File: config.mk
export PLATFORM = sky130hd
export DESIGN_NAME = bcc_cfg
export DESIGN_NICKNAME = d
export VERILOG_FILES = /design/src/bcc_pkg.sv /design/src/bcc_cfg.sv
export SDC_FILE = /design/constraint.sdc
export NUM_CORES = 1
export LEC_CHECK = 0
export ABC_AREA = 1
export CORE_MARGIN = 5
export CORE_UTILIZATION = 50
export CTS_CLUSTER_DIAMETER = 30
export DETAILED_ROUTE_END_ITERATION = 10
export DONT_BUFFER_PORTS = 1
export PLACE_DENSITY = 0.75
export RECOVER_POWER = 50
export SLEW_MARGIN = 25
export SYNTH_ARGS = -nofsm -noshare
export SYNTH_HDL_FRONTEND = slang
export SYNTH_SLANG_ARGS = --single-unit
File: constraint.sdc
create_clock -name i_clk -period 2.7 [get_ports i_clk]
set_input_delay 0.405 -clock i_clk [delete_from_list [all_inputs] [get_ports i_clk]]
set_output_delay 0.405 -clock i_clk [all_outputs]
set_load 0.03 [all_outputs]
File: src/bcc_pkg.sv
// bcc_pkg: widths, constants, register indexes, datapath op codes and types
// shared by the balance cascade controller modules; depends on nothing
package bcc_pkg;

    localparam int CFG_IDX_W  = 3;
    localparam int CFG_DATA_W = 32;
    localparam int MODE_W     = 2;
    localparam int ANGLE_W    = 17;
    localparam int GAIN_W     = 32;
    localparam int COUNT_W    = 16;
    localparam int RATE_W     = 16;
    localparam int ECHO_W     = 16;
    localparam int DRIVE_W    = 32;

    localparam int TGT_W  = 6;
    localparam int TURN_W = 8;
    localparam int DAMP_W = 17;
    localparam int ERR_W  = 18;
    localparam int FE_W   = 18;
    localparam int SUM_W  = 15;
    localparam int NUM_W  = 22;
    localparam int MAG_W  = 21;
    localparam int MUL_W  = 32;
    localparam int PROD_W = 64;
    localparam int ACC_W  = 72;

    localparam int GAIN_FRAC  = 16;
    localparam int ANGLE_FRAC = 8;

    localparam int FILT_NEW    = 3;
    localparam int FILT_OLD    = 7;
    localparam int RECIP_SHIFT = 24;
    localparam logic signed [MUL_W-1:0] RECIP_TEN = 32'sd1677722;

    localparam logic [MODE_W-1:0] MODE_FIXED    = 2'd0;
    localparam logic [MODE_W-1:0] MODE_REMOTE   = 2'd1;
    localparam logic [MODE_W-1:0] MODE_OBSTACLE = 2'd2;

    localparam logic signed [TGT_W-1:0]  SPEED_LIMIT    = 6'sd22;
    localparam logic signed [TGT_W-1:0]  BACK_SPEED     = -6'sd15;
    localparam logic signed [TGT_W-1:0]  OBSTACLE_SPEED = -6'sd20;
    localparam logic signed [TURN_W-1:0] MAX_TURN       = 8'sd80;
    localparam logic signed [TURN_W-1:0] TURN_RESET     = 8'sd5;
    localparam logic [ECHO_W-1:0]        OBSTACLE_ECHO  = 16'd2320;
    localparam logic [DAMP_W-1:0]        DAMP_RESET     = 17'd52429;
    localparam logic [DAMP_W-1:0]        DAMP_IDLE      = 17'd32768;
    localparam logic signed [SUM_W-1:0]  SUM_LIMIT      = 15'sd10000;

    localparam logic [MODE_W-1:0]        RST_MODE          = MODE_FIXED;
    localparam logic signed [ANGLE_W-1:0] RST_BALANCE_ANGLE = -17'sd512;
    localparam logic signed [GAIN_W-1:0] RST_ANGLE_KP      = -32'sd11665408;
    localparam logic signed [GAIN_W-1:0] RST_ANGLE_KD      = 32'sd93848;
    localparam logic signed [GAIN_W-1:0] RST_SPEED_KP      = -32'sd29491;
    localparam logic signed [GAIN_W-1:0] RST_SPEED_KI      = -32'sd147;
    localparam logic signed [GAIN_W-1:0] RST_YAW_KP        = 32'sd1310720;

    typedef enum logic [CFG_IDX_W-1:0] {
        CFG_MODE          = 3'd0,
        CFG_BALANCE_ANGLE = 3'd1,
        CFG_ANGLE_KP      = 3'd2,
        CFG_ANGLE_KD      = 3'd3,
        CFG_SPEED_KP      = 3'd4,
        CFG_SPEED_KI      = 3'd5,
        CFG_YAW_KP        = 3'd6
    } t_cfg_idx;

    typedef struct packed {
        logic [MODE_W-1:0]         mode;
        logic signed [ANGLE_W-1:0] balance_angle;
        logic signed [GAIN_W-1:0]  angle_kp;
        logic signed [GAIN_W-1:0]  angle_kd;
        logic signed [GAIN_W-1:0]  speed_kp;
        logic signed [GAIN_W-1:0]  speed_ki;
        logic signed [GAIN_W-1:0]  yaw_kp;
    } t_cfg;

    typedef enum logic [4:0] {
        OP_NONE,
        OP_LOAD,
        OP_TARGET,
        OP_FILT_NUM,
        OP_DIV,
        OP_FILT,
        OP_V_MUL_P,
        OP_V_MUL_I,
        OP_V_ADD,
        OP_V_DONE,
        OP_A_MUL_P,
        OP_A_MUL_D,
        OP_A_MUL_V,
        OP_A_SUB,
        OP_A_DONE,
        OP_P_DIFF,
        OP_P_DONE,
        OP_T_MUL_D,
        OP_T_MUL_P,
        OP_T_ADD,
        OP_T_DONE,
        OP_OUT
    } t_op;

    typedef struct packed {
        t_op  op;
        logic out_load;
    } t_cmd;

endpackage

File: src/bcc_cfg.sv
// bcc_cfg: configuration register file of the balance cascade controller
// depends on bcc_pkg
module bcc_cfg (
    input  logic                          i_clk,
    input  logic                          i_rst_n,
    input  logic                          i_cfg_valid,
    output logic                          o_cfg_ready,
    input  logic [bcc_pkg::CFG_IDX_W-1:0] i_cfg_index,
    input  logic [bcc_pkg::CFG_DATA_W-1:0] i_cfg_data,
    output bcc_pkg::t_cfg                 o_cfg
);
    import bcc_pkg::*;

    t_cfg r_cfg;

    assign o_cfg_ready = 1'b1;
    assign o_cfg       = r_cfg;

    always_ff @(posedge i_clk) begin
        if (!i_rst_n) begin
            r_cfg.mode          <= RST_MODE;
            r_cfg.balance_angle <= RST_BALANCE_ANGLE;
            r_cfg.angle_kp      <= RST_ANGLE_KP;
            r_cfg.angle_kd      <= RST_ANGLE_KD;
            r_cfg.speed_kp      <= RST_SPEED_KP;
            r_cfg.speed_ki      <= RST_SPEED_KI;
            r_cfg.yaw_kp        <= RST_YAW_KP;
        end else if (i_cfg_valid) begin
            unique case (t_cfg_idx'(i_cfg_index))
                CFG_MODE:          r_cfg.mode          <= i_cfg_data[MODE_W-1:0];
                CFG_BALANCE_ANGLE: r_cfg.balance_angle <= i_cfg_data[ANGLE_W-1:0];
                CFG_ANGLE_KP:      r_cfg.angle_kp      <= i_cfg_data[GAIN_W-1:0];
                CFG_ANGLE_KD:      r_cfg.angle_kd      <= i_cfg_data[GAIN_W-1:0];
                CFG_SPEED_KP:      r_cfg.speed_kp      <= i_cfg_data[GAIN_W-1:0];
                CFG_SPEED_KI:      r_cfg.speed_ki      <= i_cfg_data[GAIN_W-1:0];
                CFG_YAW_KP:        r_cfg.yaw_kp        <= i_cfg_data[GAIN_W-1:0];
                default: ;
            endcase
        end
    end

endmodule

==> key figures <==
Yosys
  • Post-synth top area share: 53.4%
  • Yosys warns: 0
  • Share of flip-flops with an asynchronous set or reset: 0%
  • Cell area after synthesis: 0.00671 sq mm
  • Number of enable flip-flop cells after synthesis: 0
  • Syn_area_per_cell: 7.17 sq um
  • Ranking of synthesized cells by area: dfxtp_1 (53%), nand2_1 (15%), nand3_1 (13%)
  • Register area share after synthesis: 53.4%
  • Syn_nets: 973
  • Top FF cell, synth: dfxtp_1
  • Synthesized instance count: 935
  • Post-synth top cells: nand2_1 (275), nor2_1 (198), dfxtp_1 (179), nand3_1 (179), inv_1 (36)
  • Area leader, netlist: dfxtp_1
  • Yosys reg bits: 179
  • Count leader, synth: nand2_1
  • Synth cell types: 12

Clock tree
  • CTS Hold Bufs: 0
  • Clk buf depth: 2
  • Total CTS buffers: 17
  • Clk root buf: clkbuf_16
  • Clk_lat worst skew: 420 ps
  • Setup Buffers After CTS: 0
  • CTS tree: built
  • Clock Sinks: 179
  • Clock slew at reported path FFs: 70 ps
  • Resize count post-CTS: 0
  • H-tree Lvls: 4

Pwr
  • Sw Pwr: 1.49 mW
  • Cell area power density: 774 mW/mm^2
  • LEAKAGE: 3.37 nW
  • Pwr Total: 5.67 mW
  • Comb pwr share: 5.4%
  • Pint: 4.18 mW
  • Net Sw Frac: 26.3%
  • Clk pwr share: 41.8%
  • Peak supply drop: 428 uV
  • Sequential Power Share: 52.8%

Outcome
  • Failing checks: capacitance limit, slew limit
  • Outcome: finished, violations left

Route
  • Vias per inst: 5.30
  • Antenna-violating nets left: 0
  • Final Routed Wirelength: 19.5 mm
  • # DRC: 0
  • Starting DRT DRC Count: 570
  • Avg WL per Cell: 17.8 um
  • Via count: 5812
  • Router iterations before antenna repair: 5

STA
  • Final Hold Vio Count: 0
  • Final Skew: 0 ps
  • Setup_tns: 0 ps
  • Fmax achieved: 0.523 GHz
  • RSZ-0062 raised after global routing: false
  • Slew @ Worst Pin: 1530 ps
  • Rel. slew slack: -1.84%
  • Final setup vio count: 0
  • Min setup slack post-route: 788 ps
  • Max-slew violations: 33
  • Crit path time final: 1910 ps
  • Final worst-path cycle share: 70.8%

Layout
  • Share of cells above drive strength 1: 5.54%
  • Post-layout util: 55.5%
  • Antenna cell count: 0
  • Count of non-filler cells in the finished layout: 1096
  • P&R area growth vs syn: 9.24%
  • Final net count: 945
  • Largest register FFs: 179

Worst setup path
  • Worst r2r dst: o_cfg[141]
  • Buf/Inv on CP: 2
  • Crit path cell chain: inv_1 > nand2_1 > nor2_1 > clkbuf_1 > nor2_1 > nor2_1
  • Crit path kind: input port to register
  • Critical path peak fanout: 23
  • WP data required: 3060 ps
  • CP peak stage delay: 830 ps
  • Reg-to-reg startpoint: o_cfg[141]
  • CP max stage cell: clkbuf_1
  • Reg2reg setup slack: 1840 ps
  • Delay-heaviest family, CP: simple AND/OR/NAND/NOR gates
  • CP endpoint kind: register
  • Worst setup endpoint: o_cfg[118]
  • Cell mode on critical path: nor2_1
  • Worst R2R Path Depth: 2
  • Worst Setup SP: i_cfg_index[2]
  • Crit path DAT: 2270 ps
  • Nature of the critical path startpoint: input port
  • WP depth: 6

Global routing
  • GR Util All Layers: 24.1%
  • Global-route wire length before repair: 30.1 mm
  • Aggregate global routing overflow: 0
  • Vias in the first global route: 5252
  • Initial antenna violation count: 0
  • Largest net degree at the start of global routing: 180

Placed design
  • Gpl congestion: 0.805
  • Detailed Place HPWL: 13.6 mm
  • PortBufs: 0
  • Placement Setup Slack: 815 ps
  • Placed cell count: 1064

Flow run
  • Max-cap violation count: 1

Min path
  • Worst hold stages: 2
  • Tightest Hold Check Type: input port to register

Floorplanning
  • Chip height: 126 um
  • Io pins: 218
  • Die area: 0.0158 sq mm
  • Die X: 126 um
  • Core Region: 0.0132 sq mm
  • Initial Util: 50.8%
  • Row cnt: 42
cells by family (layout without fill, tap and decap cells):
logic type | count (synthesis) | count (layout) | synth area share (%)
buf+inv | 100 | 85 | 6.40
flops | 179 | 179 | 53.4
simple gates | 655 | 655 | 40.1
other cells | 1 | 1 | 0.0559
per-layer routing:
layer / track usage, % / wire (um) / part of all wire [%] / vias up
met5: 0 / 0 / 0 / -
met4: 9.65 / 587 / 3.0 / 0
met3: 10.1 / 2220 / 11 / 42
met2: 35.7 / 8670 / 44 / 270
met1: 31.2 / 8060 / 41 / 2639
li1: - / - / - / 2861
worst register-to-register path, stage by stage, from the launching register on:
cell	delay (ps)
dfxtp_1	560
nor2_1	90
nor2_1	150
cell type report:
cell class	instances	area [sq um]
flip-flops and latches	179	3580
repair buffers	15	97.6
well taps	176	220
fillers	1299	5860
multi-input cells	656	2710
clock inverters	12	106
clock buffers	20	467
inverters	38	143
power by group through the flow:
stage               clock, mW  sequential (mW)  combinational, mW
floorplan                   0             3.02              0.278
CTS                      2.41             3.00              0.308
global route             2.54             3.00              0.354
global placement            0             3.05              0.301
detailed placement          0             3.06              0.308
finish                   2.37             2.99              0.306
worst min-delay path by stage:
stage	start	end	slack (ps)
finish	i_cfg_data[10]	o_cfg[170]	90
global route	i_rst_n	o_cfg[47]	70
CTS	i_rst_n	o_cfg[57]	70
detailed placement	i_rst_n	o_cfg[154]	510
global placement	i_rst_n	o_cfg[152]	510
floorplan	i_cfg_data[17]	o_cfg[145]	520
stage by stage:
| stage | hold WS [ps] | instance area, sq um |
|---|---|---|
| 3_3_place_gp | 512 | 6780 |
| 6_report | 91.3 | 7330 |
| 4_1_cts | 69.7 | 7350 |
| 2_1_floorplan | 518 | 6710 |
| 3_5_place_dp | 512 | 6780 |
| 5_1_grt | 69.9 | 7330 |
layout by cell type (no fill, tap or decap):
cell        netlist  final
buf_4             3     11
bufinv_16         0      1
clkbuf_1         15      4
clkbuf_16         0     17
clkbuf_8          0      3
clkinv_2          0      5
clkinv_4          0      4
clkinvlp_4        0      1
conb_1            1      1
dfxtp_1         179    179
inv_1            36     37
inv_2             2      1
inv_6             0      1
nand2_1         275    275
nand3_1         179    179
nor2_1          198    194
nor2_2            3      6
nor2_4            0      1
Note: power is estimated with default switching activity, not from simulation.
