## config.mk

```make
export PLATFORM = sky130hd
export DESIGN_NAME = bcc_ctrl
export DESIGN_NICKNAME = d
export VERILOG_FILES = /design/src/bcc_pkg.sv /design/src/bcc_ctrl.sv
export SDC_FILE = /design/constraint.sdc
export NUM_CORES = 1
export LEC_CHECK = 0
export BUFFER_PORTS_ARGS = -buffer_cell sky130_fd_sc_hd__buf_2
export CORE_MARGIN = 5
export CORE_UTILIZATION = 50
export CTS_BUF_LIST = sky130_fd_sc_hd__clkbuf_4 sky130_fd_sc_hd__clkbuf_8
export CTS_CLUSTER_SIZE = 28
export DETAILED_ROUTE_END_ITERATION = 8
export GPL_ROUTABILITY_DRIVEN = 0
export GPL_TIMING_DRIVEN = 1
export PLACE_DENSITY = 0.69
export SETUP_SLACK_MARGIN = 0.1
export SLEW_MARGIN = 20
export SYNTH_ARGS = -nofsm -noshare
export SYNTH_HDL_FRONTEND = slang
export SYNTH_SLANG_ARGS = --single-unit
```

## constraint.sdc

```tcl
create_clock -name i_clk -period 3.8 [get_ports i_clk]
set_clock_uncertainty 0.2 [all_clocks]
set_input_delay 0.76 -clock i_clk [delete_from_list [all_inputs] [get_ports i_clk]]
set_output_delay 0.76 -clock i_clk [all_outputs]
set_load 0.01 [all_outputs]
```

## src/bcc_pkg.sv

```systemverilog
// bcc_pkg: widths, constants, register indexes, datapath op codes and types
// shared by the balance cascade controller modules; depends on nothing
package bcc_pkg;

    localparam int CFG_IDX_W  = 3;
    localparam int CFG_DATA_W = 32;
    localparam int MODE_W     = 2;
    localparam int ANGLE_W    = 17;
    localparam int GAIN_W     = 32;
    localparam int COUNT_W    = 16;
    localparam int RATE_W     = 16;
    localparam int ECHO_W     = 16;
    localparam int DRIVE_W    = 32;

    localparam int TGT_W  = 6;
    localparam int TURN_W = 8;
    localparam int DAMP_W = 17;
    localparam int ERR_W  = 18;
    localparam int FE_W   = 18;
    localparam int SUM_W  = 15;
    localparam int NUM_W  = 22;
    localparam int MAG_W  = 21;
    localparam int MUL_W  = 32;
    localparam int PROD_W = 64;
    localparam int ACC_W  = 72;

    localparam int GAIN_FRAC  = 16;
    localparam int ANGLE_FRAC = 8;

    localparam int FILT_NEW    = 3;
    localparam int FILT_OLD    = 7;
    localparam int RECIP_SHIFT = 24;
    localparam logic signed [MUL_W-1:0] RECIP_TEN = 32'sd1677722;

    localparam logic [MODE_W-1:0] MODE_FIXED    = 2'd0;
    localparam logic [MODE_W-1:0] MODE_REMOTE   = 2'd1;
    localparam logic [MODE_W-1:0] MODE_OBSTACLE = 2'd2;

    localparam logic signed [TGT_W-1:0]  SPEED_LIMIT    = 6'sd22;
    localparam logic signed [TGT_W-1:0]  BACK_SPEED     = -6'sd15;
    localparam logic signed [TGT_W-1:0]  OBSTACLE_SPEED = -6'sd20;
    localparam logic signed [TURN_W-1:0] MAX_TURN       = 8'sd80;
    localparam logic signed [TURN_W-1:0] TURN_RESET     = 8'sd5;
    localparam logic [ECHO_W-1:0]        OBSTACLE_ECHO  = 16'd2320;
    localparam logic [DAMP_W-1:0]        DAMP_RESET     = 17'd52429;
    localparam logic [DAMP_W-1:0]        DAMP_IDLE      = 17'd32768;
    localparam logic signed [SUM_W-1:0]  SUM_LIMIT      = 15'sd10000;

    localparam logic [MODE_W-1:0]        RST_MODE          = MODE_FIXED;
    localparam logic signed [ANGLE_W-1:0] RST_BALANCE_ANGLE = -17'sd512;
    localparam logic signed [GAIN_W-1:0] RST_ANGLE_KP      = -32'sd11665408;
    localparam logic signed [GAIN_W-1:0] RST_ANGLE_KD      = 32'sd93848;
    localparam logic signed [GAIN_W-1:0] RST_SPEED_KP      = -32'sd29491;
    localparam logic signed [GAIN_W-1:0] RST_SPEED_KI      = -32'sd147;
    localparam logic signed [GAIN_W-1:0] RST_YAW_KP        = 32'sd1310720;

    typedef enum logic [CFG_IDX_W-1:0] {
        CFG_MODE          = 3'd0,
        CFG_BALANCE_ANGLE = 3'd1,
        CFG_ANGLE_KP      = 3'd2,
        CFG_ANGLE_KD      = 3'd3,
        CFG_SPEED_KP      = 3'd4,
        CFG_SPEED_KI      = 3'd5,
        CFG_YAW_KP        = 3'd6
    } t_cfg_idx;

    typedef struct packed {
        logic [MODE_W-1:0]         mode;
        logic signed [ANGLE_W-1:0] balance_angle;
        logic signed [GAIN_W-1:0]  angle_kp;
        logic signed [GAIN_W-1:0]  angle_kd;
        logic signed [GAIN_W-1:0]  speed_kp;
        logic signed [GAIN_W-1:0]  speed_ki;
        logic signed [GAIN_W-1:0]  yaw_kp;
    } t_cfg;

    typedef enum logic [4:0] {
        OP_NONE,
        OP_LOAD,
        OP_TARGET,
        OP_FILT_NUM,
        OP_DIV,
        OP_FILT,
        OP_V_MUL_P,
        OP_V_MUL_I,
        OP_V_ADD,
        OP_V_DONE,
        OP_A_MUL_P,
        OP_A_MUL_D,
        OP_A_MUL_V,
        OP_A_SUB,
        OP_A_DONE,
        OP_P_DIFF,
        OP_P_DONE,
        OP_T_MUL_D,
        OP_T_MUL_P,
        OP_T_ADD,
        OP_T_DONE,
        OP_OUT
    } t_op;

    typedef struct packed {
        t_op  op;
        logic out_load;
    } t_cmd;

endpackage

```

## src/bcc_ctrl.sv

```systemverilog
// bcc_ctrl: sequencer of the balance cascade controller, one datapath op a cycle
// while an item runs, held while a full result is not taken; depends on bcc_pkg
module bcc_ctrl (
    input  logic          i_clk,
    input  logic          i_rst_n,
    input  logic          i_in_valid,
    output logic          o_in_ready,
    output logic          o_out_valid,
    input  logic          i_out_ready,
    output bcc_pkg::t_cmd o_cmd
);
    import bcc_pkg::*;

    typedef enum logic [20:0] {
        S_IDLE     = 21'd1 << 0,
        S_TARGET   = 21'd1 << 1,
        S_FILT_NUM = 21'd1 << 2,
        S_DIV      = 21'd1 << 3,
        S_FILT     = 21'd1 << 4,
        S_V_MUL_P  = 21'd1 << 5,
        S_V_MUL_I  = 21'd1 << 6,
        S_V_ADD    = 21'd1 << 7,
        S_V_DONE   = 21'd1 << 8,
        S_A_MUL_P  = 21'd1 << 9,
        S_A_MUL_D  = 21'd1 << 10,
        S_A_MUL_V  = 21'd1 << 11,
        S_A_SUB    = 21'd1 << 12,
        S_A_DONE   = 21'd1 << 13,
        S_P_DIFF   = 21'd1 << 14,
        S_P_DONE   = 21'd1 << 15,
        S_T_MUL_D  = 21'd1 << 16,
        S_T_MUL_P  = 21'd1 << 17,
        S_T_ADD    = 21'd1 << 18,
        S_T_DONE   = 21'd1 << 19,
        S_OUT      = 21'd1 << 20
    } t_state;

    t_state r_state, n_state;
    logic   r_out_valid, n_out_valid;
    t_cmd   cmd;

    always_comb begin
        n_state      = r_state;
        cmd.op       = OP_NONE;
        cmd.out_load = 1'b0;
        unique case (r_state)
            S_IDLE: begin
                if (i_in_valid) begin
                    cmd.op  = OP_LOAD;
                    n_state = S_TARGET;
                end
            end
            S_TARGET:   begin cmd.op = OP_TARGET;   n_state = S_FILT_NUM; end
            S_FILT_NUM: begin cmd.op = OP_FILT_NUM; n_state = S_DIV;      end
            S_DIV:      begin cmd.op = OP_DIV;      n_state = S_FILT;     end
            S_FILT:     begin cmd.op = OP_FILT;     n_state = S_V_MUL_P;  end
            S_V_MUL_P:  begin cmd.op = OP_V_MUL_P;  n_state = S_V_MUL_I;  end
            S_V_MUL_I:  begin cmd.op = OP_V_MUL_I;  n_state = S_V_ADD;    end
            S_V_ADD:    begin cmd.op = OP_V_ADD;    n_state = S_V_DONE;   end
            S_V_DONE:   begin cmd.op = OP_V_DONE;   n_state = S_A_MUL_P;  end
            S_A_MUL_P:  begin cmd.op = OP_A_MUL_P;  n_state = S_A_MUL_D;  end
            S_A_MUL_D:  begin cmd.op = OP_A_MUL_D;  n_state = S_A_MUL_V;  end
            S_A_MUL_V:  begin cmd.op = OP_A_MUL_V;  n_state = S_A_SUB;    end
            S_A_SUB:    begin cmd.op = OP_A_SUB;    n_state = S_A_DONE;   end
            S_A_DONE:   begin cmd.op = OP_A_DONE;   n_state = S_P_DIFF;   end
            S_P_DIFF:   begin cmd.op = OP_P_DIFF;   n_state = S_P_DONE;   end
            S_P_DONE:   begin cmd.op = OP_P_DONE;   n_state = S_T_MUL_D;  end
            S_T_MUL_D:  begin cmd.op = OP_T_MUL_D;  n_state = S_T_MUL_P;  end
            S_T_MUL_P:  begin cmd.op = OP_T_MUL_P;  n_state = S_T_ADD;    end
            S_T_ADD:    begin cmd.op = OP_T_ADD;    n_state = S_T_DONE;   end
            S_T_DONE:   begin cmd.op = OP_T_DONE;   n_state = S_OUT;      end
            S_OUT: begin
                if (!r_out_valid || i_out_ready) begin
                    cmd.op       = OP_OUT;
                    cmd.out_load = 1'b1;
                    n_state      = S_IDLE;
                end
            end
            default: n_state = S_IDLE;
        endcase
    end

    // output register stays full until taken
    always_comb begin
        n_out_valid = r_out_valid;
        if (cmd.out_load) begin
            n_out_valid = 1'b1;
        end else if (i_out_ready) begin
            n_out_valid = 1'b0;
        end
    end

    always_ff @(posedge i_clk) begin
        if (!i_rst_n) begin
            r_state     <= S_IDLE;
            r_out_valid <= 1'b0;
        end else begin
            r_state     <= n_state;
            r_out_valid <= n_out_valid;
        end
    end

    assign o_in_ready  = (r_state == S_IDLE);
    assign o_out_valid = r_out_valid;
    assign o_cmd       = cmd;

endmodule

```

==> results by group <==
Floorplanning
  • Die area: 3750 um2
  • IO Pins: 12
  • Die width: 61.2 um
  • Initial Util: 52.5%
  • Core ar.: 2500 um2
  • Row count: 18
  • Vert. Die Dim: 61.2 um

Place
  • Cell Area, Placed: 1380 um2
  • DPL Wire Length: 2.44 mm
  • Pre-CTS setup slack: 535 ps
  • Port bufs: 11

Pwr
  • P_sw: 0.000110 W
  • Total power: 0.000423 W
  • Pwr per Cell Area: 293 nW/um2
  • Sequential share of power: 56.2%
  • Combinational power share: 12.5%
  • Internal power: 0.000313 W
  • Sw Ratio: 26.0%
  • P_leak: 0.605 nW
  • Clock Power Share: 31.3%
  • Maximum VDD drop: 0.252 mV

Synthesis
  • Post-synthesis mux area share: 0.763%
  • Top cells by count, synth: nor2_1 (26), dfxtp_1 (22), nor3_1 (14)
  • Cells after synthesis: 163
  • Most used DFF post-synth: dfxtp_1
  • Synth area leader: dfxtp_1
  • Synth Area in Compound Gates: 8.11%
  • Simple-gate share of the synthesized area: 50.6%
  • Syn. warnings: 0
  • Async set or reset register ratio after synthesis: 0%
  • Post-synthesis xor/xnor area fraction: 3.34%
  • Area share of fa/ha/maj cells after synthesis: 0%
  • Post-synth EDFFs: 0
  • Seq/Total Area, Yosys: 33.6%
  • Synthesized area: 1310 um2
  • Main combinational cell family by area after synthesis: simple AND/OR/NAND/NOR gates
  • Synth top area share: 33.6%
  • Most common cell in the netlist: nor2_1
  • Largest cells by area after synthesis: dfxtp_1 (34%), nor2_1 (7.4%), nor3_1 (5.3%), nand2_1 (3.7%), nand2b_1 (3.3%)
  • Yosys reg bits: 22
  • Synth unique cells: 45
  • Synth Net Count: 167
  • Avg Synthesized Cell Area: 8.04 um2

Worst hold path
  • Min-delay src: r_state[17]
  • Hold Path Stages: 2
  • Hold endpoint: r_state[18]
  • Worst min-delay path class: flip-flop to flip-flop

Critical path
  • CP Data Arrival Time: 2630 ps
  • Count of buffer and inverter cells on the critical path: 1
  • Startpoint types: flip-flop
  • Worst path top cell family by delay: simple AND/OR/NAND/NOR gates
  • R2R Path End: r_state[14]
  • Critical Path RT: 2840 ps
  • Max stage delay on crit path: 530 ps
  • Crit-path cells: nor4_4 > nand2_2 > or3_4 > or4b_4 > o31ai_1 > or4_1 > buf_2
  • Crit. End Element: output port
  • R2R Path Start: r_state[12]
  • Reg2reg setup slack: 1240 ps
  • Slowest-stage cell, CP: or4b_4
  • Worst r2r path cells: 5
  • Critical path fanouts, max: 7
  • Crit path kind: flip-flop to output port

GRT
  • Grt ovf: 0
  • First-pass GRT wire length: 5.33 mm
  • Largest net degree at the start of global routing: 14
  • Vias in the first global route: 1167
  • Total Routing Usage GR: 19.2%
  • Initial antenna violation count: 0

CTS
  • Clock root buffer: clkbuf_4
  • CTS resizes: 0
  • CTS H-tree lvls: 1
  • CTS clk-pin slew, worst paths: 120 ps
  • Clk buf depth: 2
  • Latest clock arrival within the worst-skew pair: 320 ps
  • CTS tree: built
  • Clk sinks: 22
  • TritonCTS buffer count: 3

Final layout
  • Layout cell share with drive strength beyond 1: 19.2%
  • Final net count: 182
  • Final instance area: 1440 um2
  • Antenna cells: 0
  • Area Growth Syn to Fin: 9.92%

Timing
  • Setup TNS: 0 ps
  • Fin. Hold Viols: 0
  • Slew headroom: 60.2%
  • FMAX: 279 MHz
  • Crit path time final: 3590 ps
  • Worst slew pin tran: 593 ps
  • Setup violations, final: 0
  • Hold slack: 354 ps
  • Final period utilization: 94.4%
  • RSZ-0062 raised after global routing: false
  • Pins Over Slew Limit: 0
  • Setup ws final: 212 ps

Job
  • Max Cap Viol: 0

Status
  • Status: completed

Route
  • Post-route DRC violation count: 0
  • DRT antenna net count: 0
  • DR vias/cell: 6.24
  • Routed wire length: 3.28 mm
  • Via Count: 1292
  • Drt initial violations: 140
  • Wire per inst: 15.8 um
  • DRT Pass-1 Iters: 4
==> worst reg2reg max path: cells and delay by family (launching register included) <==
kind             cells  cell delay [ps]
flip-flops           1              390
AND/OR/NAND/NOR      5             1870
==> cell type report <==
| type | instances | area, um2 |
|---|---|---|
| repair buffers | 16 | 92.6 |
| inverters | 3 | 11.3 |
| well taps | 30 | 37.5 |
| clock buffers | 4 | 36.3 |
| fillers | 238 | 1060 |
| multi-input cells | 132 | 823 |
| flip-flops and latches | 22 | 440 |
==> how the worst max path moves through the flow <==
stage,startpoint,to,slack [ps],cells past startpoint
2_1_floorplan,r_state[4],o_cmd[1],760,7
3_3_place_gp,r_state[4],o_cmd[1],590,7
3_5_place_dp,r_state[4],o_cmd[1],540,7
4_1_cts,r_state[4],o_cmd[1],160,7
5_1_grt,r_state[7],o_cmd[1],110,7
6_report,r_state[7],o_cmd[1],210,7
==> cell usage in the layout (no fill, tap or decap), drive strengths merged, types with 3 or more instances in the layout <==
cell,Yosys,routed
nor2,26,26
dfxtp,22,22
buf,4,16
nor3,15,15
nand2,14,14
nor4,11,11
nand2b,7,7
or3,7,7
nand3,6,6
nand4,5,5
xnor2,4,4
clkbuf,2,4
nand3b,3,3
inv,3,3
or2,3,3
==> sequential cells by signal, indices dropped and copies added (netlist names) <==
register     flops
o_out_valid      1
r_state         21
==> kinds of logic (layout without fill, tap and decap cells) <==
logic type                after synthesis  in the layout
DFF                                    22             22
and+or+nand+nor                       112            112
buffers and inverters                   9             23
muxes                                   1              1
AOI/OAI and AO/OA                      14             14
xor gates and xnor gates                5              5
==> routing by layer <==
layer  wire length (um)  global-route usage, %  vias up
met1               1530                   26.5      604
met4                 82                   8.36        0
met5                  0                      0        -
met2               1480                   28.7       52
met3                182                   3.98       11
li1                   -                      -      625
==> per-stage QoR <==
stage	utilization, %	instances
2_1_floorplan	-	163
3_3_place_gp	55.3	200
3_5_place_dp	55.3	200
4_1_cts	56.8	204
5_1_grt	57.7	207
6_report	57.7	207
==> power groups by stage <==
stage | sequential [W] | clock [W] | combinational [W]
after floorplan | 0.000241 | 0 | 0.0000368
after detailed placement | 0.000243 | 0 | 0.0000512
final | 0.000238 | 0.000132 | 0.0000528
after CTS | 0.000238 | 0.000133 | 0.0000518
after global routing | 0.000238 | 0.000148 | 0.0000567
after global placement | 0.000243 | 0 | 0.0000519
==> repair_timing <==
item                                    in CTS  in global routing
setup buffers                                0                  3
endpoints found under the setup margin       0                  1
hold buffers                                 0                  0
No activity file was read; power rests on OpenSTA's default activity.
