<file path="config.mk">
export PLATFORM = sky130hd
export DESIGN_NAME = bcc_dp
export DESIGN_NICKNAME = d
export VERILOG_FILES = /design/src/bcc_pkg.sv /design/src/bcc_dp.sv
export SDC_FILE = /design/constraint.sdc
export NUM_CORES = 2
export LEC_CHECK = 0
export ABC_AREA = 1
export BUFFER_PORTS_ARGS = -buffer_cell sky130_fd_sc_hd__buf_2
export CAP_MARGIN = 10
export CORE_UTILIZATION = 57
export DETAILED_ROUTE_END_ITERATION = 16
export PLACE_DENSITY_LB_ADDON = 0.12
export SYNTH_ARGS = -nofsm -noshare
export SYNTH_HDL_FRONTEND = slang
export SYNTH_SLANG_ARGS = --single-unit
export TNS_END_PERCENT = 30
</file>
<file path="constraint.sdc">
create_clock -name i_clk -period 11.5 [get_ports i_clk]
set_input_delay 1.15 -clock i_clk [delete_from_list [all_inputs] [get_ports i_clk]]
set_output_delay 1.15 -clock i_clk [all_outputs]
set_load 0.02 [all_outputs]
</file>
<file path="src/bcc_pkg.sv">
// bcc_pkg: widths, constants, register indexes, datapath op codes and types
// shared by the balance cascade controller modules; depends on nothing
package bcc_pkg;

    localparam int CFG_IDX_W  = 3;
    localparam int CFG_DATA_W = 32;
    localparam int MODE_W     = 2;
    localparam int ANGLE_W    = 17;
    localparam int GAIN_W     = 32;
    localparam int COUNT_W    = 16;
    localparam int RATE_W     = 16;
    localparam int ECHO_W     = 16;
    localparam int DRIVE_W    = 32;

    localparam int TGT_W  = 6;
    localparam int TURN_W = 8;
    localparam int DAMP_W = 17;
    localparam int ERR_W  = 18;
    localparam int FE_W   = 18;
    localparam int SUM_W  = 15;
    localparam int NUM_W  = 22;
    localparam int MAG_W  = 21;
    localparam int MUL_W  = 32;
    localparam int PROD_W = 64;
    localparam int ACC_W  = 72;

    localparam int GAIN_FRAC  = 16;
    localparam int ANGLE_FRAC = 8;

    localparam int FILT_NEW    = 3;
    localparam int FILT_OLD    = 7;
    localparam int RECIP_SHIFT = 24;
    localparam logic signed [MUL_W-1:0] RECIP_TEN = 32'sd1677722;

    localparam logic [MODE_W-1:0] MODE_FIXED    = 2'd0;
    localparam logic [MODE_W-1:0] MODE_REMOTE   = 2'd1;
    localparam logic [MODE_W-1:0] MODE_OBSTACLE = 2'd2;

    localparam logic signed [TGT_W-1:0]  SPEED_LIMIT    = 6'sd22;
    localparam logic signed [TGT_W-1:0]  BACK_SPEED     = -6'sd15;
    localparam logic signed [TGT_W-1:0]  OBSTACLE_SPEED = -6'sd20;
    localparam logic signed [TURN_W-1:0] MAX_TURN       = 8'sd80;
    localparam logic signed [TURN_W-1:0] TURN_RESET     = 8'sd5;
    localparam logic [ECHO_W-1:0]        OBSTACLE_ECHO  = 16'd2320;
    localparam logic [DAMP_W-1:0]        DAMP_RESET     = 17'd52429;
    localparam logic [DAMP_W-1:0]        DAMP_IDLE      = 17'd32768;
    localparam logic signed [SUM_W-1:0]  SUM_LIMIT      = 15'sd10000;

    localparam logic [MODE_W-1:0]        RST_MODE          = MODE_FIXED;
    localparam logic signed [ANGLE_W-1:0] RST_BALANCE_ANGLE = -17'sd512;
    localparam logic signed [GAIN_W-1:0] RST_ANGLE_KP      = -32'sd11665408;
    localparam logic signed [GAIN_W-1:0] RST_ANGLE_KD      = 32'sd93848;
    localparam logic signed [GAIN_W-1:0] RST_SPEED_KP      = -32'sd29491;
    localparam logic signed [GAIN_W-1:0] RST_SPEED_KI      = -32'sd147;
    localparam logic signed [GAIN_W-1:0] RST_YAW_KP        = 32'sd1310720;

    typedef enum logic [CFG_IDX_W-1:0] {
        CFG_MODE          = 3'd0,
        CFG_BALANCE_ANGLE = 3'd1,
        CFG_ANGLE_KP      = 3'd2,
        CFG_ANGLE_KD      = 3'd3,
        CFG_SPEED_KP      = 3'd4,
        CFG_SPEED_KI      = 3'd5,
        CFG_YAW_KP        = 3'd6
    } t_cfg_idx;

    typedef struct packed {
        logic [MODE_W-1:0]         mode;
        logic signed [ANGLE_W-1:0] balance_angle;
        logic signed [GAIN_W-1:0]  angle_kp;
        logic signed [GAIN_W-1:0]  angle_kd;
        logic signed [GAIN_W-1:0]  speed_kp;
        logic signed [GAIN_W-1:0]  speed_ki;
        logic signed [GAIN_W-1:0]  yaw_kp;
    } t_cfg;

    typedef enum logic [4:0] {
        OP_NONE,
        OP_LOAD,
        OP_TARGET,
        OP_FILT_NUM,
        OP_DIV,
        OP_FILT,
        OP_V_MUL_P,
        OP_V_MUL_I,
        OP_V_ADD,
        OP_V_DONE,
        OP_A_MUL_P,
        OP_A_MUL_D,
        OP_A_MUL_V,
        OP_A_SUB,
        OP_A_DONE,
        OP_P_DIFF,
        OP_P_DONE,
        OP_T_MUL_D,
        OP_T_MUL_P,
        OP_T_ADD,
        OP_T_DONE,
        OP_OUT
    } t_op;

    typedef struct packed {
        t_op  op;
        logic out_load;
    } t_cmd;

endpackage

</file>
<file path="src/bcc_dp.sv">
// bcc_dp: datapath of the balance cascade controller: loop state, one shared
// signed multiplier, wide accumulator and truncating saturator; depends on bcc_pkg
module bcc_dp (
    input  logic                               i_clk,
    input  logic                               i_rst_n,
    input  bcc_pkg::t_cmd                      i_cmd,
    input  bcc_pkg::t_cfg                      i_cfg,
    input  logic signed [bcc_pkg::COUNT_W-1:0] i_left_count,
    input  logic signed [bcc_pkg::COUNT_W-1:0] i_right_count,
    input  logic signed [bcc_pkg::ANGLE_W-1:0] i_pitch_angle,
    input  logic signed [bcc_pkg::RATE_W-1:0]  i_pitch_rate,
    input  logic signed [bcc_pkg::RATE_W-1:0]  i_yaw_rate,
    input  logic [bcc_pkg::ECHO_W-1:0]         i_echo_time,
    input  logic                               i_go_button,
    input  logic                               i_back_button,
    input  logic                               i_left_button,
    input  logic                               i_right_button,
    output logic signed [bcc_pkg::DRIVE_W-1:0] o_motor_one,
    output logic signed [bcc_pkg::DRIVE_W-1:0] o_motor_two,
    output logic signed [bcc_pkg::DRIVE_W-1:0] o_speed_term
);
    import bcc_pkg::*;

    localparam logic signed [ACC_W-1:0] BIAS_SHORT =
        (ACC_W'(1) <<< GAIN_FRAC) - ACC_W'(1);
    localparam logic signed [ACC_W-1:0] BIAS_LONG =
        (ACC_W'(1) <<< (GAIN_FRAC + ANGLE_FRAC)) - ACC_W'(1);
    localparam logic signed [ACC_W-1:0] ACC_DRIVE_MAX =
        $signed({{(ACC_W - DRIVE_W + 1){1'b0}}, {(DRIVE_W - 1){1'b1}}});
    localparam logic signed [ACC_W-1:0] ACC_DRIVE_MIN =
        $signed({{(ACC_W - DRIVE_W + 1){1'b1}}, {(DRIVE_W - 1){1'b0}}});

    function automatic logic signed [DRIVE_W-1:0] sat_drive(
        input logic signed [ACC_W-1:0] x
    );
        logic signed [DRIVE_W-1:0] y;
        if (x > ACC_DRIVE_MAX) begin
            y = ACC_DRIVE_MAX[DRIVE_W-1:0];
        end else if (x < ACC_DRIVE_MIN) begin
            y = ACC_DRIVE_MIN[DRIVE_W-1:0];
        end else begin
            y = x[DRIVE_W-1:0];
        end
        return y;
    endfunction

    t_op op;
    assign op = i_cmd.op;

    // latched item
    logic signed [COUNT_W-1:0] r_left_count, r_right_count;
    logic signed [ANGLE_W-1:0] r_pitch_angle;
    logic signed [RATE_W-1:0]  r_pitch_rate, r_yaw_rate;
    logic [ECHO_W-1:0]         r_echo_time;
    logic                      r_go, r_back, r_lb, r_rb;

    // loop state
    logic signed [TGT_W-1:0]  r_target, n_target;
    logic signed [TURN_W-1:0] r_turn, n_turn;
    logic [DAMP_W-1:0]        r_damp, n_damp;
    logic signed [FE_W-1:0]   r_fe, n_fe;
    logic signed [SUM_W-1:0]  r_sum, n_sum;

    // working registers
    logic                       r_neg;
    logic [MAG_W-1:0]           r_mag;
    logic signed [PROD_W-1:0]   r_prod, r_kv;
    logic signed [ACC_W-1:0]    r_acc;
    logic signed [DRIVE_W-1:0]  r_v, r_a, r_pwm, r_t;
    logic signed [DRIVE_W-1:0]  r_motor_one, r_motor_two, r_speed_term;

    logic signed [TGT_W+1:0]    tgt_step;
    logic signed [TURN_W:0]     turn_step;
    logic signed [ERR_W-1:0]    err;
    logic signed [NUM_W-1:0]    num, num_abs;
    logic [FE_W-2:0]            fe_quo;
    logic signed [FE_W-1:0]     fe_abs;
    logic signed [FE_W:0]       sum_raw;
    logic signed [MUL_W-1:0]    mul_a, mul_b;
    logic signed [PROD_W-1:0]   mul_p;
    logic                       sh_long;
    logic signed [ACC_W-1:0]    bias, biased, quo;
    logic signed [DRIVE_W-1:0]  quo_sat;

    // target, turn and damping update by mode
    always_comb begin
        n_target  = r_target;
        n_turn    = r_turn;
        n_damp    = r_damp;
        tgt_step  = (TGT_W + 2)'(r_target);
        turn_step = (TURN_W + 1)'(r_turn);
        unique case (i_cfg.mode)
            MODE_OBSTACLE: begin
                n_target = (r_echo_time <= OBSTACLE_ECHO) ? OBSTACLE_SPEED : '0;
            end
            MODE_REMOTE: begin
                if (!r_go && !r_back) begin
                    if (tgt_step > 0) begin
                        tgt_step = tgt_step - (TGT_W + 2)'(1);
                    end else if (tgt_step < 0) begin
                        tgt_step = tgt_step + (TGT_W + 2)'(1);
                    end
                end
                if (r_go) begin
                    tgt_step = tgt_step + (TGT_W + 2)'(1);
                end
                if (r_back) begin
                    tgt_step = (TGT_W + 2)'(BACK_SPEED);
                end
                if (tgt_step > SPEED_LIMIT) begin
                    n_target = SPEED_LIMIT;
                end else if (tgt_step < -SPEED_LIMIT) begin
                    n_target = -SPEED_LIMIT;
                end else begin
                    n_target = tgt_step[TGT_W-1:0];
                end
                if (!r_lb && !r_rb) begin
                    turn_step = '0;
                end
                if (r_lb) begin
                    turn_step = turn_step - (TURN_W + 1)'(1);
                end
                if (r_rb) begin
                    turn_step = turn_step + (TURN_W + 1)'(1);
                end
                if (turn_step > MAX_TURN) begin
                    n_turn = MAX_TURN;
                end else if (turn_step < -MAX_TURN) begin
                    n_turn = -MAX_TURN;
                end else begin
                    n_turn = turn_step[TURN_W-1:0];
                end
                n_damp = (!r_lb && !r_rb) ? DAMP_IDLE : '0;
            end
            default: ;
        endcase
    end

    // speed error and low-pass numerator
    assign err = ERR_W'(r_right_count) - ERR_W'(r_left_count) - ERR_W'(r_target);
    assign num = NUM_W'(FILT_NEW * NUM_W'(err) + FILT_OLD * NUM_W'(r_fe));
    assign num_abs = num[NUM_W-1] ? -num : num;

    // quotient by ten from the reciprocal product, sign restored
    assign fe_quo  = r_prod[RECIP_SHIFT +: FE_W-1];
    assign fe_abs  = $signed({1'b0, fe_quo});
    assign n_fe    = r_neg ? -fe_abs : fe_abs;
    assign sum_raw = (FE_W + 1)'(r_sum) + (FE_W + 1)'(n_fe);

    always_comb begin
        if (sum_raw > SUM_LIMIT) begin
            n_sum = SUM_LIMIT;
        end else if (sum_raw < -SUM_LIMIT) begin
            n_sum = -SUM_LIMIT;
        end else begin
            n_sum = sum_raw[SUM_W-1:0];
        end
    end

    // shared multiplier operands
    always_comb begin
        mul_a = '0;
        mul_b = '0;
        unique case (op)
            OP_DIV: begin
                mul_a = $signed(MUL_W'(r_mag));
                mul_b = RECIP_TEN;
            end
            OP_V_MUL_P: begin
                mul_a = $signed(i_cfg.speed_kp);
                mul_b = MUL_W'(r_fe);
            end
            OP_V_MUL_I: begin
                mul_a = $signed(i_cfg.speed_ki);
                mul_b = MUL_W'(r_sum);
            end
            OP_A_MUL_P: begin
                mul_a = $signed(i_cfg.angle_kp);
                mul_b = MUL_W'(r_pitch_angle) - MUL_W'($signed(i_cfg.balance_angle));
            end
            OP_A_MUL_D: begin
                mul_a = $signed(i_cfg.angle_kd);
                mul_b = MUL_W'(r_pitch_rate);
            end
            OP_A_MUL_V: begin
                mul_a = $signed(i_cfg.angle_kp);
                mul_b = r_v;
            end
            OP_T_MUL_D: begin
                mul_a = $signed(MUL_W'(r_damp));
                mul_b = MUL_W'(r_yaw_rate);
            end
            OP_T_MUL_P: begin
                mul_a = $signed(i_cfg.yaw_kp);
                mul_b = MUL_W'(r_turn);
            end
            default: ;
        endcase
    end

    assign mul_p = mul_a * mul_b;

    // truncate toward zero after the binary point, then saturate
    assign sh_long = (op == OP_A_DONE);
    assign bias    = !r_acc[ACC_W-1] ? '0 : (sh_long ? BIAS_LONG : BIAS_SHORT);
    assign biased  = r_acc + bias;
    assign quo     = sh_long ? (biased >>> (GAIN_FRAC + ANGLE_FRAC))
                             : (biased >>> GAIN_FRAC);
    assign quo_sat = sat_drive(quo);

    always_ff @(posedge i_clk) begin
        if (!i_rst_n) begin
            r_target <= '0;
            r_turn   <= TURN_RESET;
            r_damp   <= DAMP_RESET;
            r_fe     <= '0;
            r_sum    <= '0;
        end else begin
            if (op == OP_TARGET) begin
                r_target <= n_target;
                r_turn   <= n_turn;
                r_damp   <= n_damp;
            end
            if (op == OP_FILT) begin
                r_fe  <= n_fe;
                r_sum <= n_sum;
            end
        end
    end

    always_ff @(posedge i_clk) begin
        r_prod <= mul_p;
        unique case (op)
            OP_LOAD: begin
                r_left_count  <= i_left_count;
                r_right_count <= i_right_count;
                r_pitch_angle <= i_pitch_angle;
                r_pitch_rate  <= i_pitch_rate;
                r_yaw_rate    <= i_yaw_rate;
                r_echo_time   <= i_echo_time;
                r_go          <= i_go_button;
                r_back        <= i_back_button;
                r_lb          <= i_left_button;
                r_rb          <= i_right_button;
            end
            OP_FILT_NUM: begin
                r_neg <= num[NUM_W-1];
                r_mag <= num_abs[MAG_W-1:0];
            end
            OP_V_MUL_I, OP_A_MUL_D, OP_T_MUL_P: r_acc <= ACC_W'(r_prod);
            OP_V_ADD, OP_T_ADD:                 r_acc <= r_acc + ACC_W'(r_prod);
            OP_A_MUL_V: r_acc <= r_acc + (ACC_W'(r_prod) <<< ANGLE_FRAC);
            OP_A_SUB: begin
                r_acc <= r_acc - (ACC_W'(r_prod) <<< ANGLE_FRAC);
                r_kv  <= r_prod;
            end
            OP_P_DIFF: r_acc <= (ACC_W'(r_a) <<< GAIN_FRAC) - ACC_W'(r_kv);
            OP_V_DONE: r_v   <= quo_sat;
            OP_A_DONE: r_a   <= quo_sat;
            OP_P_DONE: r_pwm <= quo_sat;
            OP_T_DONE: r_t   <= quo_sat;
            OP_OUT: begin
                r_motor_one  <= sat_drive(ACC_W'(r_pwm) - ACC_W'(r_t));
                r_motor_two  <= sat_drive(ACC_W'(r_pwm) + ACC_W'(r_t));
                r_speed_term <= r_v;
            end
            default: ;
        endcase
    end

    assign o_motor_one  = r_motor_one;
    assign o_motor_two  = r_motor_two;
    assign o_speed_term = r_speed_term;

endmodule

</file>
==> summary by stage <==
Clocking
At the later pin of the worst-skew pair, clock insertion delay measures 0.80 ns. For this design, the CTS-stage hold fixing added 0 buffers. Counting the buffers created by CTS gives 76.

The tree built by TritonCTS fans out to 596 sinks. The clock tree from TritonCTS is yes. The number of buffers on the longest clock path is 3.

The cell sitting at the root of the clock tree is a sky130_fd_sc_hd__clkbuf_16. The clock slew seen by the registers of the worst setup and hold paths is 0.06 ns. The number of levels in the clock H-tree is 3. Gates resized during post-CTS repair numbered 0. The number of setup buffers added after CTS is 0.

Setup path
The path type of the worst setup path is in -> reg. In this design, the critical path's most frequently occurring cell is sky130_fd_sc_hd__fa_1. Of all nets on the critical path, the largest fanout is 8. The critical path's slowest cell is sky130_fd_sc_hd__fa_1. The critical path arrival is 11.33 ns.

The worst setup path is captured at a register. The worst register-to-register path has a depth of 35. The startpoint type of the worst setup path is an input pin.

The required time at the endpoint of the critical path is 12.14 ns. The worst stage delay on the critical path is 0.87 ns.

Placed design
Routability-driven placement finished with a final weighted congestion of 1.167. Detailed placement finished with a half-perimeter wire length of 303900 µm. The quantity of I/O buffers inserted on ports is 382. Counting tap cells, the placed design contains a total of 14520 instances.

Synth
The number of nets in the synthesized netlist is 14190. The average instance in the mapped netlist occupies 7.489 µm². The post-synthesis cell type count is 79. The share of synthesized area occupied by flip-flops and latches is 0.1841. After technology mapping, the gate count stands at 12160. The commonest register cell after synthesis is sky130_fd_sc_hd__edfxtp_1. For this run, the number of Yosys warnings is 0.

The number of flops mapped to enable cells by yosys is 483. After synthesis, the share of flip-flops with an asynchronous set or reset is 0. The post-synthesis instance area is 91080 µm². The synthesized design contains 596 register bits.

Global routing
For this run the aggregate overflow at the end of global routing stands at 0. The number of global-route vias before repair is 87300. Across every metal layer, demand over resource in global routing totals 0.4583.

The pin count of the biggest net entering global routing is 77. The initial antenna violation count is 27. The first global-routing pass estimated 543200 µm of wire.

Timing
Of the available clock period, the critical path in the final layout requires 0.9292. The final critical delay including setup and external delays is 10.69 ns. Summed over all failing endpoints, the final setup total negative slack is 0 ns. The largest clock skew in the final design is 0.08852 ns.

The maximum clock rate is 0.09358 GHz. Setup repair after global routing left no endpoint under its margin. The hold violation total from the final report came to 0. The transition at the pin with the smallest max-transition slack is 1.428 ns.

The headroom to the max-slew limit is 0.04380. The final number of max-transition violations is 0. The final-report setup violation count is 0.

Hold path
The worst hold-check path type is reg -> reg. The hold path depth is 0.

Run status
The run finished with clean final reports.

Detailed routing
After detailed routing, the number of remaining DRC violations is 0. The routed length per placed instance is 25.17 µm. The detailed router placed 86620 vias in this run.

The vias per cell is 5.899. The number of optimization iterations in the first detailed-route pass is 8. The detailed router's first-iteration violation count is 9436. The count of nets left with antenna violations once routing finished came out at 0. The routed design has 369600 µm of wire.

Floorplan
The floorplan die width is 401.7 µm. In this run the vertical extent of the chip is 401.7 µm. During I/O placement, the number of pins put on the boundary was 384. The effective utilization at floorplan is 0.5744. The core footprint is 158600 µm². The total die area is 161400 µm². The number of placement rows is 146.

Final layout
In the final layout, the share of cells above drive strength 1 is 0.08100. The largest registers in the layout are r_acc: 72 flops, r_kv: 64 flops, r_prod: 64 flops. The register name with the most flops is r_acc. Leaving out filler cells and counting taps, the final layout contains 14680. The flip-flop count of the largest register after layout is 72.

The number of fill cells is 14220. At the end of the flow, the number of nets in the layout was 14550. The signed area change from the synthesized netlist to the final layout is 8.509%.

Pwr
The power per cell area is 122.2 nW/µm². The leakage dissipation is 51.17 nW. The maximum resistive drop on vdd is 0.1338 mV.

Flow run
The total of max-cap violations is 0.
## final timing paths
path	slack (ns)	end	startpoint
worst min-delay path	0.48	o_speed_term[27]$_DFFE_PN_	r_v[27]$_DFFE_PN_
worst min register to register	0.48	o_speed_term[27]$_DFFE_PN_	r_v[27]$_DFFE_PN_
worst max register to register	0.94	r_prod[58]$_DFF_P_	r_pitch_angle[9]$_DFFE_PN_
worst max-delay path	0.81	r_prod[58]$_DFF_P_	i_cfg[164]
## area by class of cell
class	count	area (µm²)	share of cell area
multi-input combinational	8467	62470	0.6322
sequential	596	16770	0.1697
inverter	2776	10420	0.1054
timing repair buffer	612	3805	0.03850
tap	2072	2592	0.02623
clock buffer	94	2071	0.02095
clock inverter	48	650.6	0.006583
antenna	19	47.55	0.0004811
## logic make-up (layout without fill, tap and decap cells)
family / after synthesis / after routing / share of synthesized area
xor gates and xnor gates: 294 / 294 / 0.02835
buffers and inverters: 3098 / 3530 / 0.1318
adders and majority gates: 1736 / 1736 / 0.3339
and+or+nand+nor: 4861 / 4861 / 0.2235
other: 0 / 19 / 0
DFF: 596 / 596 / 0.1841
AOI/OAI and AO/OA: 1576 / 1576 / 0.09849
## worst max-delay path, delay by kind of cell
| family | cells | cell delay, ns |
|---|---|---|
| adder cells (fa/ha/maj) | 10 | 5.34 |
| AO/OA/AOI/OAI | 9 | 1.94 |
| AND/OR/NAND/NOR | 7 | 1.49 |
| buffers and inverters | 10 | 1.23 |
| XOR/XNOR | 1 | 0.14 |
## Yosys cell counts (12+ instances only)
master,n,share of area
sky130_fd_sc_hd__o2111ai_1,20,0.0019
sky130_fd_sc_hd__nand3_1,450,0.025
sky130_fd_sc_hd__dfxtp_1,113,0.025
sky130_fd_sc_hd__o211ai_1,25,0.0021
sky130_fd_sc_hd__a21oi_1,657,0.036
sky130_fd_sc_hd__o21a_1,24,0.0020
sky130_fd_sc_hd__a22o_1,24,0.0023
sky130_fd_sc_hd__edfxtp_1,483,0.16
sky130_fd_sc_hd__nor3_1,106,0.0058
sky130_fd_sc_hd__a21o_1,57,0.0047
sky130_fd_sc_hd__xor2_1,209,0.020
sky130_fd_sc_hd__o21ai_0,488,0.027
sky130_fd_sc_hd__a21boi_0,24,0.0020
sky130_fd_sc_hd__nor2_1,1031,0.042
sky130_fd_sc_hd__fa_1,1157,0.25
sky130_fd_sc_hd__nand4_1,146,0.010
sky130_fd_sc_hd__nor4_1,42,0.0029
sky130_fd_sc_hd__nand2_1,2861,0.12
sky130_fd_sc_hd__a221oi_1,21,0.0020
sky130_fd_sc_hd__ha_1,579,0.080
sky130_fd_sc_hd__a31oi_1,78,0.0054
sky130_fd_sc_hd__o21ai_1,28,0.0015
sky130_fd_sc_hd__inv_1,2736,0.11
sky130_fd_sc_hd__clkbuf_1,118,0.0049
sky130_fd_sc_hd__inv_2,36,0.0015
sky130_fd_sc_hd__nand3b_1,23,0.0019
sky130_fd_sc_hd__nor2_2,27,0.0019
sky130_fd_sc_hd__o31ai_1,12,0.00099
sky130_fd_sc_hd__xnor2_1,84,0.0081
sky130_fd_sc_hd__o21bai_1,47,0.0039
sky130_fd_sc_hd__buf_2,177,0.0097
sky130_fd_sc_hd__or2_2,69,0.0047
sky130_fd_sc_hd__nand2_2,27,0.0019
sky130_fd_sc_hd__nor4_2,13,0.0018
## metrics by stage
step	hold WS [ns]	utilization	setup WS, ns	area (µm²)	power [mW]
after floorplan	0.4219	-	2.305	91080	6.775
after global placement	0.4422	0.6056	0.4908	96020	9.057
after detailed placement	0.4517	0.6056	0.5287	96030	9.117
after CTS	0.4768	0.6228	1.281	98750	11.75
after global routing	0.4943	0.6231	0.5326	98800	12.60
final	0.4777	0.6233	0.8144	98830	12.08
## power breakdown
| group | switching (mW) | leakage, nW | total, mW | internal, mW |
|---|---|---|---|---|
| clock | 1.12 | 1.32 | 2.63 | 1.51 |
| sequential | 0.511 | 5.34 | 3.09 | 2.57 |
| combinational | 4.45 | 44.5 | 6.36 | 1.91 |
## layout by cell type, fill, tap and decap left out, drive strengths merged, types with 8 or more instances in the layout
cell / synthesis / final
nor3: 116 / 116
inv: 2772 / 2781
a221oi: 22 / 22
o211ai: 26 / 26
nor2: 1063 / 1063
o21bai: 47 / 47
or2: 72 / 72
fa: 1157 / 1157
xnor2: 84 / 84
edfxtp: 483 / 483
a211oi: 10 / 10
a22o: 24 / 24
nand4: 157 / 157
a31oi: 78 / 78
nor4: 57 / 57
nand2: 2892 / 2892
clkbuf: 118 / 94
nand3b: 24 / 24
xor2: 210 / 210
buf: 204 / 612
nand3: 461 / 461
bufinv: 0 / 9
o2111ai: 20 / 20
a21o: 57 / 57
o21a: 24 / 24
clkinv: 4 / 29
a21oi: 666 / 666
o221ai: 10 / 10
ha: 579 / 579
a2111oi: 8 / 8
o31ai: 12 / 12
diode: 0 / 19
dfxtp: 113 / 113
a21boi: 26 / 26
o21ai: 523 / 523
## layer usage
metal | global-route usage | share of wire | routed length (µm)
met4 | 0.3621 | 0.098 | 36380
met2 | 0.7100 | 0.44 | 161000
met5 | 0 | 0.00024 | 90
met3 | 0.1348 | 0.12 | 44500
met1 | 0.5323 | 0.35 | 127700
(Power assumes the default switching activity.)
